`src/design/dcm_pkg.sv`:
```
// Shared types, constants and helpers for the differential crossbar MVM.
// No dependencies; dcm_cell, dcm_ctrl and the top level use this package.
`timescale 1ns / 1ps
package dcm_pkg;

    localparam int ROWS  = 16;
    localparam int COLS  = 16;
    localparam int RW    = (ROWS > 1) ? $clog2(ROWS) : 1;
    localparam int CW    = (COLS > 1) ? $clog2(COLS) : 1;
    localparam int RCW   = $clog2(ROWS + 1);
    localparam int CNT_W = $clog2(((ROWS > COLS + 2) ? ROWS : COLS + 2) + 1);
    localparam int ACC_W = 36;
    localparam int PRD_W = 33;

    typedef enum logic [1:0] {
        CMD_INIT  = 2'd0,
        CMD_LOAD  = 2'd1,
        CMD_APPLY = 2'd2,
        CMD_SCALE = 2'd3
    } t_cmd;

    typedef enum logic [1:0] {
        CFG_GMAX = 2'd0,
        CFG_GMIN = 2'd1,
        CFG_VMIN = 2'd2,
        CFG_VMAX = 2'd3
    } t_cfg_idx;

    // Command token handed from cell to cell. For apply, gp holds the voltage.
    typedef struct packed {
        logic          vld;
        t_cmd          op;
        logic [RW-1:0] row;
        logic [CW-1:0] col;
        logic [15:0]   gp;
        logic [15:0]   gn;
        logic [16:0]   s;
        logic [15:0]   eg;
    } t_token;

    typedef struct packed {
        logic ld;   // capture net currents, clear accumulators
        logic sh;   // shift result chain toward column 0
    } t_res_ctl;

    function automatic logic signed [ACC_W-1:0] sat36(input logic signed [ACC_W:0] x);
        logic signed [ACC_W-1:0] r;
        if (x[ACC_W] != x[ACC_W-1]) begin
            r = x[ACC_W] ? {1'b1, {(ACC_W-1){1'b0}}} : {1'b0, {(ACC_W-1){1'b1}}};
        end else begin
            r = x[ACC_W-1:0];
        end
        return r;
    endfunction

endpackage

```
`src/design/dcm_cell.sv`:
```
// One column cell: the column's conductance pairs, its two accumulators and
// one stage of the result shift chain. Depends on dcm_pkg.
`timescale 1ns / 1ps
module dcm_cell (
    input  logic                           i_clk,
    input  logic                           i_rst_n,
    input  dcm_pkg::t_token                i_tok,
    output dcm_pkg::t_token                o_tok,
    input  dcm_pkg::t_res_ctl              i_ctl,
    input  logic signed [dcm_pkg::ACC_W-1:0] i_res_next,
    input  logic                           i_res_vld_next,
    output logic signed [dcm_pkg::ACC_W-1:0] o_res,
    output logic                           o_res_vld
);

    logic [15:0] r_gp [dcm_pkg::ROWS];
    logic [15:0] r_gn [dcm_pkg::ROWS];
    logic signed [dcm_pkg::ACC_W-1:0] r_pacc, r_nacc, r_res;
    logic signed [dcm_pkg::PRD_W-1:0] r_pp, r_pn;
    logic        r_pv, r_res_vld;
    dcm_pkg::t_token r_tok, n_tok;

    logic [15:0] w_gp_rd, w_gn_rd, w_gp_sc, w_gn_sc;
    logic [32:0] w_ps, w_ns;
    logic signed [dcm_pkg::ACC_W-1:0] w_net;

    assign w_gp_rd = r_gp[i_tok.row];
    assign w_gn_rd = r_gn[i_tok.row];

    always_comb begin
        w_ps = 33'(w_gp_rd) * 33'(i_tok.s) + 33'd32768;
        w_ns = 33'(w_gn_rd) * 33'(i_tok.s) + 33'd32768;
        w_gp_sc = (w_ps[31:16] > i_tok.eg) ? i_tok.eg : w_ps[31:16];
        w_gn_sc = (w_ns[31:16] > i_tok.eg) ? i_tok.eg : w_ns[31:16];
        n_tok = i_tok;
        n_tok.col = i_tok.col - 1'b1;   // the addressed cell sees col == 0
    end

    assign w_net = dcm_pkg::sat36($signed({r_pacc[dcm_pkg::ACC_W-1], r_pacc})
                                - $signed({r_nacc[dcm_pkg::ACC_W-1], r_nacc}));

    always_ff @(posedge i_clk) begin
        if (!i_rst_n) begin
            for (int i = 0; i < dcm_pkg::ROWS; i++) begin
                r_gp[i] <= '0;
                r_gn[i] <= '0;
            end
            r_pacc    <= '0;
            r_nacc    <= '0;
            r_pv      <= 1'b0;
            r_res_vld <= 1'b0;
            r_tok     <= '0;
        end else begin
            r_tok <= n_tok;
            r_pv  <= i_tok.vld && (i_tok.op == dcm_pkg::CMD_APPLY);
            if (i_tok.vld) begin
                case (i_tok.op)
                    dcm_pkg::CMD_INIT: begin
                        r_gp[i_tok.row] <= i_tok.gp;
                        r_gn[i_tok.row] <= i_tok.gn;
                    end
                    dcm_pkg::CMD_LOAD: begin
                        if (i_tok.col == '0) begin
                            r_gp[i_tok.row] <= i_tok.gp;
                            r_gn[i_tok.row] <= i_tok.gn;
                        end
                    end
                    dcm_pkg::CMD_SCALE: begin
                        r_gp[i_tok.row] <= w_gp_sc;
                        r_gn[i_tok.row] <= w_gn_sc;
                    end
                    dcm_pkg::CMD_APPLY: begin
                        // products land in r_pp/r_pn, summed next cycle
                    end
                    default: begin
                    end
                endcase
            end
            if (i_ctl.ld) begin
                r_pacc    <= '0;
                r_nacc    <= '0;
                r_res_vld <= 1'b1;
            end else begin
                if (r_pv) begin
                    r_pacc <= dcm_pkg::sat36($signed({r_pacc[dcm_pkg::ACC_W-1], r_pacc})
                                             + 37'(r_pp));
                    r_nacc <= dcm_pkg::sat36($signed({r_nacc[dcm_pkg::ACC_W-1], r_nacc})
                                             + 37'(r_pn));
                end
                if (i_ctl.sh) begin
                    r_res_vld <= i_res_vld_next;
                end
            end
        end
    end

    // products and result data carry no reset
    always_ff @(posedge i_clk) begin
        r_pp <= $signed(i_tok.gp) * $signed({1'b0, w_gp_rd});
        r_pn <= $signed(i_tok.gp) * $signed({1'b0, w_gn_rd});
        if (i_ctl.ld) begin
            r_res <= w_net;
        end else if (i_ctl.sh) begin
            r_res <= i_res_next;
        end
    end

    assign o_tok     = r_tok;
    assign o_res     = r_res;
    assign o_res_vld = r_res_vld;

endmodule

```
`config.mk`:
```
export PLATFORM = sky130hd
export DESIGN_NAME = dcm_cell
export DESIGN_NICKNAME = d
export VERILOG_FILES = /design/src/design/dcm_pkg.sv /design/src/design/dcm_cell.sv
export SDC_FILE = /design/constraint.sdc
export NUM_CORES = 2
export LEC_CHECK = 0
export ABC_AREA = 1
export BUFFER_PORTS_ARGS = -buffer_cell sky130_fd_sc_hd__buf_4
export CORE_UTILIZATION = 50
export DETAILED_ROUTE_END_ITERATION = 7
export PLACE_DENSITY = 0.74
export SLEW_MARGIN = 25
export SYNTH_ARGS = -nofsm -noshare
export SYNTH_HDL_FRONTEND = slang
export SYNTH_SLANG_ARGS = --single-unit
```
`constraint.sdc`:
```
create_clock -name i_clk -period 27.5 [get_ports i_clk]
set_input_delay 2.75 -clock i_clk [delete_from_list [all_inputs] [get_ports i_clk]]
set_output_delay 2.75 -clock i_clk [all_outputs]
set_load 0.02 [all_outputs]
```
==> flow_metrics.py <==
metrics = {
    "outcome": {
        "status": "completed",
    },
    "placed_design": {
        "io_buffers": 229,
        "gp_congestion": 1.017,
        "hpwl_mm": 179.0,
        "preCtsSetupSlack_ps": 13440,
    },
    "route": {
        "wl_mm": 253.2,
        "vias": 62170,
        "wl_met1_mm": 91.41,
        "drc": 0,
        "wl_met2_mm": 113.6,
        "antenna_left": 0,
        "drt_iter0_drc": 6107,
        "vias_per_cell": 5.886,
        "wl_met3_mm": 28.00,
        "top_layer": "met5",
        "wire_per_inst_um": 23.97,
        "dr.pass1.iters": 8,
    },
    "yosys": {
        "synth.distinct_cells": 62,
        "synth_largest_area_cell": "edfxtp_1",
        "synth_common_cells": "nand2_1 (1,748), inv_1 (1,450), fa_1 (803)",
        "async_reset_ff_share_pct": 0,
        "netlist_instances": 8592,
        "yosysTopAreaCellShare_pct": 22.25,
        "synth-edff-count": 548,
        "yosys_warnings": 0,
        "yosysSeqAreaShare_pct": 28.10,
        "synthFlopType": "edfxtp_1",
        "synth_area_um2": 73950,
        "post_synth.cell_area_avg_um2": 8.607,
        "synthTopCellsByArea": "edfxtp_1 (22%), fa_1 (22%), ha_1 (10%)",
        "yosysMostFrequentCell": "nand2_1",
        "synthesis.nets": 10120,
        "ys_seq_elements": 764,
    },
    "sta": {
        "period_minus_slack_ps": 13560,
        "max_slew.worst_pin.slew_ps": 1156,
        "skew_ps": 100.2,
        "setup_ws_ps": 13940,
        "tns_ps": 0,
        "max_freq_ghz": 0.07377,
        "slew_violations": 0,
        "hold_viol": 0,
        "fin_crit_sh_pct": 49.29,
        "rsz0062_at_grt": "no",
        "relSlewSlack_pct": 22.85,
        "setup_viol": 0,
    },
    "cells_and_area": {
        "drive_above_1_share_pct": 8.143,
        "multiInputGateArea_um2": 45800,
        "area_delta_synth_final_pct": 7.905,
        "nets": 10100,
        "layout.area.seq_um2": 20780,
        "fillCellCount": 13180,
    },
    "critical_path": {
        "max_stage_delay_ps": 750,
        "rr_worst_depth": 38,
        "r2r-end": "r_gp[7][5]",
        "cp-endpoint": "r_gn[13][2]",
        "worstSetupPathType": "in -> reg",
        "cp_max_fo": 60,
        "worstPathRequired_ps": 27960,
        "crit_start": "i_tok[69]",
        "r2r-start": "r_gp[3][13]",
        "rrSetupSlack_ps": 17510,
        "start_kind": "primary input",
        "crit_path_frequent_cell": "nand2_1",
        "critPathCaptureType": "flop",
        "worstPathArrival_ps": 14020,
        "crit_slowest_cell": "clkinv_2",
    },
    "floorplanning": {
        "die_w_um": 386.6,
        "coreArea_um2": 146300,
        "die_area_um2": 149400,
        "die_h_um": 386.6,
        "rows": 140,
        "initial_core_util_pct": 50.56,
        "ios": 230,
    },
    "global_routing": {
        "antenna_found_initial": 6,
        "grt_max_degree": 66,
        "overflow": 0,
        "grt_usage_pct": 33.69,
        "grt_pass1_wl_mm": 381.8,
        "grt_pass1_vias": 63790,
    },
    "clock_network": {
        "clk_pin_slew_ps": 60,
        "htreeDepth": 3,
        "numCtsBuffers": 86,
        "cts_tree": "done",
        "clk_latency_ps": 780,
        "clock-root-buffer": "clkbuf_16",
        "cts_resized": 0,
        "cts_setup_buffers": 0,
        "clock_sinks": 764,
        "clockBufferDepth": 3,
        "ctsHoldBuffers": 0,
    },
    "power": {
        "leakage_nw": 38.30,
        "powerDensity_nw_per_um2": 114.0,
        "ir_worst_vdd_mv": 0.1352,
    },
    "min_path": {
        "hp-class": "reg -> reg",
    },
    "flow_run": {
        "drv_cap": 0,
    },
}
## critical path, delay by kind of cell
kind,cells,cell delay (ps)
AOI/OAI and AO/OA,9,1420
adders and majority gates,8,3650
buffers and inverters,9,3260
and+or+nand+nor,14,2750
## through the flow
step	hold slack, ps	cell area [µm²]	cells	util (%)	power (mW)
after floorplan	479.6	73950	8592	-	5.913
after global placement	480.0	76890	10400	52.57	7.728
after detailed placement	518.9	76890	10400	52.57	7.791
after CTS	527.5	79790	10560	54.55	9.015
after global routing	565.0	79800	10560	54.56	9.888
final	520.4	79800	10560	54.56	9.098
## state kept, by name (all words and copies together) (netlist names)
signal,cells
r_gn,256
o_tok,76
r_pacc,36
r_gp,256
r_pp,33
o_res_vld,1
r_nacc,36
r_pn,33
o_res,36
r_pv,1
## worst min path at each step
stage | end | depth (start not counted) | slack, ps | startpoint
4_1_cts | o_res_vld | 2 | 530 | o_res_vld
6_report | o_res_vld | 2 | 520 | o_res_vld
3_5_place_dp | o_res_vld | 2 | 520 | o_res_vld
5_1_grt | o_res_vld | 2 | 560 | o_res_vld
2_1_floorplan | r_pacc[1] | 2 | 480 | r_pacc[1]
3_3_place_gp | o_res_vld | 2 | 480 | o_res_vld
## where the power goes
part	switching, mW	internal (mW)
logic	4.28	2.23
registers	0.0454	1.37
clock network	0.526	0.658
## routing by layer
layer | track usage [%] | vias to the layer above
li1 | - | 27440
met1 | 40.89 | 29980
met2 | 53.73 | 3761
met3 | 7.398 | 983
met4 | 22.64 | 6
met5 | 0.6494 | -
## cell usage in the layout, fill, tap and decap left out, types with 129 or more instances in the layout
cell type  netlist  layout
a22oi_1        224     224
nor2_1         766     759
ha_1           608     608
buf_4            9     317
a21oi_2        140     140
inv_1         1450    1444
fa_1           803     803
o21ai_0        226     226
edfxtp_1       548     548
a21oi_1        747     747
dfxtp_1        216     215
nand3_1        129     129
nand2_1       1748    1730
## layout make-up
| cell class | count | share of cell area [%] |
|---|---|---|
| inverter | 1473 | 6.941 |
| multi-input combinational | 5929 | 57.39 |
| sequential | 764 | 26.04 |
| timing repair buffer | 317 | 2.982 |
| antenna | 1 | 0.003136 |
| clock inverter | 41 | 0.6366 |
| tap | 1917 | 3.006 |
| clock buffer | 121 | 2.995 |
## kinds of logic after synthesis
logic type,Yosys count,synth area share (%)
simple gates,2815,15.22
buf+inv,1899,10.10
compound gates,1524,12.42
fa+ha+maj,1411,32.02
flops,764,28.10
xor+xnor,179,2.140
Note: power is estimated with default switching activity, not from simulation.
