===== config.mk =====
export PLATFORM = sky130hd
export DESIGN_NAME = dcm_ctrl_flat
export DESIGN_NICKNAME = d
export VERILOG_FILES = /design/src/design/dcm_pkg.sv /design/src/design/dcm_in_if.sv /design/src/design/dcm_ctrl.sv /design/src/flat_wrapper.sv
export SDC_FILE = /design/constraint.sdc
export NUM_CORES = 2
export LEC_CHECK = 0
export BUFFER_PORTS_ARGS = -buffer_cell sky130_fd_sc_hd__buf_4
export CORE_MARGIN = 3
export CORE_UTILIZATION = 58
export CTS_CLUSTER_SIZE = 24
export DETAILED_ROUTE_END_ITERATION = 6
export PLACE_DENSITY = 0.79
export REMOVE_ABC_BUFFERS = 1
export SYNTH_ARGS = -nofsm -noshare
export SYNTH_HDL_FRONTEND = slang
export SYNTH_SLANG_ARGS = --single-unit
export TNS_END_PERCENT = 10

===== constraint.sdc =====
create_clock -name i_clk -period 7.6 [get_ports i_clk]
set_input_delay 0.38 -clock i_clk [delete_from_list [all_inputs] [get_ports i_clk]]
set_output_delay 0.38 -clock i_clk [all_outputs]
set_load 0.01 [all_outputs]

===== src/design/dcm_pkg.sv =====
// Shared types, constants and helpers for the differential crossbar MVM.
// No dependencies; dcm_cell, dcm_ctrl and the top level use this package.
`timescale 1ns / 1ps
package dcm_pkg;

    localparam int ROWS  = 16;
    localparam int COLS  = 16;
    localparam int RW    = (ROWS > 1) ? $clog2(ROWS) : 1;
    localparam int CW    = (COLS > 1) ? $clog2(COLS) : 1;
    localparam int RCW   = $clog2(ROWS + 1);
    localparam int CNT_W = $clog2(((ROWS > COLS + 2) ? ROWS : COLS + 2) + 1);
    localparam int ACC_W = 36;
    localparam int PRD_W = 33;

    typedef enum logic [1:0] {
        CMD_INIT  = 2'd0,
        CMD_LOAD  = 2'd1,
        CMD_APPLY = 2'd2,
        CMD_SCALE = 2'd3
    } t_cmd;

    typedef enum logic [1:0] {
        CFG_GMAX = 2'd0,
        CFG_GMIN = 2'd1,
        CFG_VMIN = 2'd2,
        CFG_VMAX = 2'd3
    } t_cfg_idx;

    // Command token handed from cell to cell. For apply, gp holds the voltage.
    typedef struct packed {
        logic          vld;
        t_cmd          op;
        logic [RW-1:0] row;
        logic [CW-1:0] col;
        logic [15:0]   gp;
        logic [15:0]   gn;
        logic [16:0]   s;
        logic [15:0]   eg;
    } t_token;

    typedef struct packed {
        logic ld;   // capture net currents, clear accumulators
        logic sh;   // shift result chain toward column 0
    } t_res_ctl;

    function automatic logic signed [ACC_W-1:0] sat36(input logic signed [ACC_W:0] x);
        logic signed [ACC_W-1:0] r;
        if (x[ACC_W] != x[ACC_W-1]) begin
            r = x[ACC_W] ? {1'b1, {(ACC_W-1){1'b0}}} : {1'b0, {(ACC_W-1){1'b1}}};
        end else begin
            r = x[ACC_W-1:0];
        end
        return r;
    endfunction

endpackage


===== src/design/dcm_in_if.sv =====
// Input request channel of the crossbar MVM: valid/ready plus command payload.
// Depends on nothing.
`timescale 1ns / 1ps
interface dcm_in_if;
    logic               valid;
    logic               ready;
    logic [1:0]         cmd;
    logic [3:0]         row;
    logic [3:0]         col;
    logic signed [17:0] weight;
    logic signed [15:0] voltage;
    logic               last_row;
    logic signed [17:0] scale;

    modport source (output valid, cmd, row, col, weight, voltage, last_row, scale,
                    input ready);
    modport sink   (input valid, cmd, row, col, weight, voltage, last_row, scale,
                    output ready);
endinterface


===== src/design/dcm_ctrl.sv =====
// Command sequencer: takes a request, does the weight/scale arithmetic and
// feeds command tokens into the cell chain. Depends on dcm_pkg and dcm_in_if.
`timescale 1ns / 1ps
module dcm_ctrl (
    input  logic                 i_clk,
    input  logic                 i_rst_n,
    dcm_in_if.sink               i_in,
    input  logic [15:0]          i_g_max,
    input  logic [15:0]          i_g_min,
    input  logic signed [15:0]   i_v_min,
    input  logic signed [15:0]   i_v_max,
    input  logic                 i_res_empty,
    output dcm_pkg::t_token      o_tok,
    output logic                 o_ld
);

    typedef enum logic [4:0] {
        S_IDLE  = 5'b00001,
        S_PREP  = 5'b00010,
        S_ISSUE = 5'b00100,
        S_DRAIN = 5'b01000,
        S_EMIT  = 5'b10000
    } t_state;

    t_state r_state, n_state;
    dcm_pkg::t_cmd r_cmd;
    logic [3:0]         r_row, r_col;
    logic signed [17:0] r_w, r_s_in;
    logic signed [15:0] r_v;
    logic               r_last, r_ok;
    logic [16:0]        r_s;
    logic [15:0]        r_eg, r_pv, r_nv;
    logic [dcm_pkg::CNT_W-1:0] r_cnt;
    logic [dcm_pkg::RCW-1:0]   r_rows;
    dcm_pkg::t_token    r_tok, n_tok;

    logic signed [17:0] w_wc, w_sc;
    logic signed [18:0] w_a, w_b;
    logic [34:0]        w_pp, w_np;
    logic [33:0]        w_eg;
    logic signed [15:0] w_v;
    logic               w_acc;

    assign w_acc = i_in.valid && i_in.ready;

    always_comb begin
        w_wc = (r_w > 18'sd65536) ? 18'sd65536 : ((r_w < -18'sd65536) ? -18'sd65536 : r_w);
        w_a  = 19'sd65536 + 19'(w_wc);
        w_b  = 19'sd65536 - 19'(w_wc);
        w_pp = 35'(w_a[17:0]) * 35'(i_g_max) + 35'd65536;
        w_np = 35'(w_b[17:0]) * 35'(i_g_max) + 35'd65536;
        w_sc = (r_s_in < 18'sd0) ? 18'sd0 : ((r_s_in > 18'sd65536) ? 18'sd65536 : r_s_in);
        w_eg = 34'(i_g_max) * 34'(w_sc[16:0]) + 34'd32768;
        w_v  = (r_v < i_v_min) ? i_v_min : r_v;
        w_v  = (w_v > i_v_max) ? i_v_max : w_v;
    end

    always_comb begin
        n_state = r_state;
        n_tok   = '0;
        n_tok.op  = r_cmd;
        n_tok.row = dcm_pkg::RW'(r_cnt);
        n_tok.col = dcm_pkg::CW'(r_col);
        n_tok.s   = r_s;
        n_tok.eg  = r_eg;
        n_tok.gp  = r_pv;
        n_tok.gn  = r_nv;
        o_ld    = 1'b0;
        case (r_state)
            S_IDLE:  if (w_acc) n_state = S_PREP;
            S_PREP:  n_state = S_ISSUE;
            S_ISSUE: begin
                case (r_cmd)
                    dcm_pkg::CMD_INIT, dcm_pkg::CMD_SCALE: begin
                        n_tok.vld = 1'b1;
                        if (r_cnt == dcm_pkg::CNT_W'(dcm_pkg::ROWS - 1)) n_state = S_DRAIN;
                    end
                    dcm_pkg::CMD_LOAD: begin
                        n_tok.vld = r_ok;
                        n_tok.row = dcm_pkg::RW'(r_row);
                        n_state   = S_DRAIN;
                    end
                    default: begin
                        n_tok.vld = r_ok;
                        n_tok.row = dcm_pkg::RW'(r_rows);
                        n_state   = S_DRAIN;
                    end
                endcase
            end
            S_DRAIN: begin
                if (r_cnt == dcm_pkg::CNT_W'(dcm_pkg::COLS + 1)) begin
                    n_state = (r_cmd == dcm_pkg::CMD_APPLY && r_last) ? S_EMIT : S_IDLE;
                end
            end
            S_EMIT: begin
                if (i_res_empty) begin
                    o_ld    = 1'b1;
                    n_state = S_IDLE;
                end
            end
            default: n_state = S_IDLE;
        endcase
    end

    always_ff @(posedge i_clk) begin
        if (!i_rst_n) begin
            r_state <= S_IDLE;
            r_tok   <= '0;
            r_cnt   <= '0;
            r_rows  <= '0;
            r_eg    <= 16'hFFFF;
        end else begin
            r_state <= n_state;
            r_tok   <= n_tok;
            if (r_state == S_PREP) begin
                r_cnt <= '0;
                case (r_cmd)
                    dcm_pkg::CMD_INIT:  r_eg <= i_g_max;
                    dcm_pkg::CMD_LOAD:  if (r_ok) r_eg <= i_g_max;
                    dcm_pkg::CMD_SCALE: r_eg <= w_eg[31:16];
                    default: begin
                    end
                endcase
            end else if (r_state == S_ISSUE) begin
                r_cnt <= (n_state == S_DRAIN) ? '0 : r_cnt + 1'b1;
                if (r_cmd == dcm_pkg::CMD_APPLY && r_ok) r_rows <= r_rows + 1'b1;
            end else if (r_state == S_DRAIN) begin
                r_cnt <= r_cnt + 1'b1;
            end else if (o_ld) begin
                r_rows <= '0;
            end
        end
    end

    always_ff @(posedge i_clk) begin
        if (w_acc) begin
            r_cmd  <= dcm_pkg::t_cmd'(i_in.cmd);
            r_row  <= i_in.row;
            r_col  <= i_in.col;
            r_w    <= i_in.weight;
            r_v    <= i_in.voltage;
            r_last <= i_in.last_row;
            r_s_in <= i_in.scale;
        end
        if (r_state == S_PREP) begin
            r_s <= w_sc[16:0];
            case (r_cmd)
                dcm_pkg::CMD_INIT: begin
                    r_pv <= i_g_min;
                    r_nv <= i_g_min;
                end
                dcm_pkg::CMD_LOAD: begin
                    r_pv <= w_pp[32:17];
                    r_nv <= w_np[32:17];
                    r_ok <= (int'(r_row) < dcm_pkg::ROWS) && (int'(r_col) < dcm_pkg::COLS);
                end
                dcm_pkg::CMD_APPLY: begin
                    r_pv <= w_v;
                    r_nv <= w_v;
                    r_ok <= (int'(r_rows) < dcm_pkg::ROWS);
                end
                default: begin
                    r_pv <= r_pv;
                    r_nv <= r_nv;
                end
            endcase
        end
    end

    assign i_in.ready = (r_state == S_IDLE);
    assign o_tok      = r_tok;

endmodule


===== src/flat_wrapper.sv =====
// flat-port wrapper written by rule: the top's interface ports become plain ports
module dcm_ctrl_flat 
  (i_clk, i_rst_n, i_g_max, i_g_min, i_v_min, i_v_max, i_res_empty, o_tok, o_ld, i_in_valid, i_in_cmd, i_in_row, i_in_col, i_in_weight, i_in_voltage, i_in_last_row, i_in_scale, i_in_ready);
  dcm_in_if i_in_i ();
  input  logic i_clk;
  input  logic i_rst_n;
  input  logic [15:0] i_g_max;
  input  logic [15:0] i_g_min;
  input  logic signed [15:0] i_v_min;
  input  logic signed [15:0] i_v_max;
  input  logic i_res_empty;
  output dcm_pkg::t_token o_tok;
  output logic o_ld;
  input wire logic [$bits(i_in_i.valid)-1:0] i_in_valid;
  input wire logic [$bits(i_in_i.cmd)-1:0] i_in_cmd;
  input wire logic [$bits(i_in_i.row)-1:0] i_in_row;
  input wire logic [$bits(i_in_i.col)-1:0] i_in_col;
  input wire logic [$bits(i_in_i.weight)-1:0] i_in_weight;
  input wire logic [$bits(i_in_i.voltage)-1:0] i_in_voltage;
  input wire logic [$bits(i_in_i.last_row)-1:0] i_in_last_row;
  input wire logic [$bits(i_in_i.scale)-1:0] i_in_scale;
  output wire logic [$bits(i_in_i.ready)-1:0] i_in_ready;
  assign i_in_i.valid = i_in_valid;
  assign i_in_i.cmd = i_in_cmd;
  assign i_in_i.row = i_in_row;
  assign i_in_i.col = i_in_col;
  assign i_in_i.weight = i_in_weight;
  assign i_in_i.voltage = i_in_voltage;
  assign i_in_i.last_row = i_in_last_row;
  assign i_in_i.scale = i_in_scale;
  assign i_in_ready = i_in_i.ready;
  dcm_ctrl u_core (.i_clk(i_clk), .i_rst_n(i_rst_n), .i_in(i_in_i), .i_g_max(i_g_max), .i_g_min(i_g_min), .i_v_min(i_v_min), .i_v_max(i_v_max), .i_res_empty(i_res_empty), .o_tok(o_tok), .o_ld(o_ld));
endmodule

==> metrics.txt <==
commonest non-fill, non-tap cell in the layout inv_1; top_reg_cell synth edfxtp_1; Clock Skew 0.0340 ns; most used cell, CP fa_1; highest clock rate 124 MHz; htree depth 1; Clock Latency Late Sink 0.59 ns; largest net degree at the start of global routing 101; io pins 209; CTS buffer count 25; minimum hold slack 0.0155 ns; CP Max Fanout 6; Fin Setup TNS -6.63 ns; total wire length 100000 um; Fillers 4617; max-cap violation count 0; Slew @ Worst Pin 1.02 ns; initial DRC count 2038; Final Max Tran Viols 0; Reg2Reg Setup Slack -0.45 ns; RR Endpoint u_core.r_nv[13]; row cnt 91; CTS tree built; global placement routability congestion 0.959; WP data arrival 8.36 ns; clk sinks 220; Async S/R FF share, synth 0; FF-to-FF path depth 34; Clock Tree Buf Depth 3; CP endpoint kind flip-flop; GR Overflow Total 0; Syn-to-layout area delta 17.8%; distinct cell type count after synthesis 77; syn_area_per_cell 9.20 um2; worst rel slew slack 0.320; most frequent cells in the layout inv_1, fa_1, nand2_1, buf_4, ha_1; WP data required 7.91 ns; DR WL/cell 19.2 um; die width 257 um; WS Path Type reg2reg; YS warnings 0; failing checks setup timing; initial antenna violation count 3; Critical-path top delay cell fa_1; post-route ant nets 0; gr usage total 0.312; DP Worst Slack -0.633 ns; final hold viol count 0; TritonRoute pass-1 iters 6; layout net count 5522; Die Ht 257 um; number of setup violations in the final report 27; critical path's largest stage delay 0.52 ns; Post-Synthesis Cell Area 36500 um2; fin crit share 1.06; RSZ-0062 raised after global routing true; startpoint class of the critical path flip-flop; HPWL Detailed 77800 um; reg2reg start u_core.r_w[8]; vias in the first global route 31100; share of cells above drive strength 1 0.168; first-pass GRT wire length 164000 um; DIE AREA 65900 um2; via count 28800; PortBufs 208; Gate Count Post-Synth 3962; EDFF count, synth 113; Yosys reg bits 220; Worst-path clk slew 0.06 ns; initial core utilization 0.589; register area share after synthesis 0.152; Finished Core Util 0.693; status finished, violations left; post-route setup slack -0.455 ns; drt via density 5.50; CORE AREA 61900 um2; drt drc 0; min Tclk post-route 8.05 ns; crit path from u_core.r_w[8]; hold crit path type in2reg; CTS root buffer clkbuf_16; Worst Setup EP u_core.r_nv[13]
## how the worst min path moves through the flow
stage                    start          endpoint  slack (ns)  cells past startpoint
6_report        i_in_weight[6]     u_core.r_w[6]        0.02                      1
5_1_grt         i_in_weight[6]     u_core.r_w[6]       0.006                      1
4_1_cts         i_in_weight[6]     u_core.r_w[6]       0.002                      1
3_5_place_dp    u_core.r_nv[5]  u_core.o_tok[38]        0.44                      1
3_3_place_gp    u_core.r_nv[9]  u_core.o_tok[42]        0.43                      1
2_1_floorplan  u_core.r_eg[10]  u_core.o_tok[10]        0.42                      1
## registers in the layout, indices dropped and copies added, names as in the netlist
| signal | count |
|---|---|
| u_core.r_s | 17 |
| u_core.r_last | 1 |
| u_core.r_pv | 16 |
| u_core.r_cnt | 5 |
| u_core.r_v | 16 |
| u_core.r_w | 18 |
| u_core.r_eg | 16 |
| u_core.r_row | 4 |
| u_core.o_tok | 76 |
| u_core.r_nv | 16 |
| u_core.r_state | 5 |
| u_core.r_rows | 5 |
| u_core.r_ok | 1 |
| u_core.r_col | 4 |
| u_core.r_cmd | 2 |
| u_core.r_s_in | 18 |
## layout make-up
type                    instances  area (um2)  share of cell area
clock inverters                11         130             0.00303
flip-flops and latches        220        5540               0.129
diodes                          3        7.51            0.000175
repair buffers                588        4760               0.111
multi-input cells            2689       27600               0.642
inverters                     843        3170              0.0737
clock buffers                  35         734              0.0171
well taps                     837        1050              0.0244
## cells by family after synthesis
kind of cell / after synthesis / synth area share
AND/OR/NAND/NOR: 1245 / 0.170
AO/OA/AOI/OAI: 307 / 0.0533
multiplexers: 36 / 0.0105
XOR/XNOR: 77 / 0.0196
flip-flops: 220 / 0.152
adder cells (fa/ha/maj): 1024 / 0.484
buffers and inverters: 1053 / 0.110
## timing repair
action,in CTS,in global routing
buffers inserted,16,16
cloned,0,0
hold endpoints to repair,59,0
resized for setup,93,84
hold buffers,59,0
pin swaps,57,57
endpoints found under the setup margin,38,47
## Yosys cell counts, types with 13 or more instances
library cell,number,area [um2]
dfxtp_1,107,2140
o21ai_0,77,385
fa_1,646,12900
nor2b_1,20,125
a21oi_1,96,480
nand3_1,21,105
mux2i_1,17,170
inv_1,842,3160
a21o_1,36,270
clkbuf_1,188,706
xnor2_1,46,403
xor2_1,27,236
nand2b_1,13,81.3
and2_1,342,2140
nand2_1,565,2120
edfxtp_1,113,3390
ha_1,378,4730
nand4_1,22,138
and3_1,131,820
nor2_1,82,308
mux2_2,19,214
## per-stage QoR
stage	instances	cell area (um2)
global route	5225	42900
finish	5226	42900
detailed placement	5086	40500
global placement	5086	40500
CTS	5207	42400
floorplan	3752	35600
## critical path: cells and delay by family (launching register included)
family	cells	cell delay [ns]
fa+ha+maj	8	3.17
simple gates	9	1.74
compound gates	7	1.39
buf+inv	9	0.87
flops	1	0.42
xor+xnor	1	0.18
## layer usage
metal	vias to the layer above	wire length, um	track usage
li1	12900	-	-
met3	300	8730	0.0675
met2	1280	48800	0.529
met1	14300	38000	0.388
met4	2	4920	0.128
met5	-	13	0
Power is not shown: default switching activity piles up to over one toggle a cycle in this logic, so the estimate is an artifact.
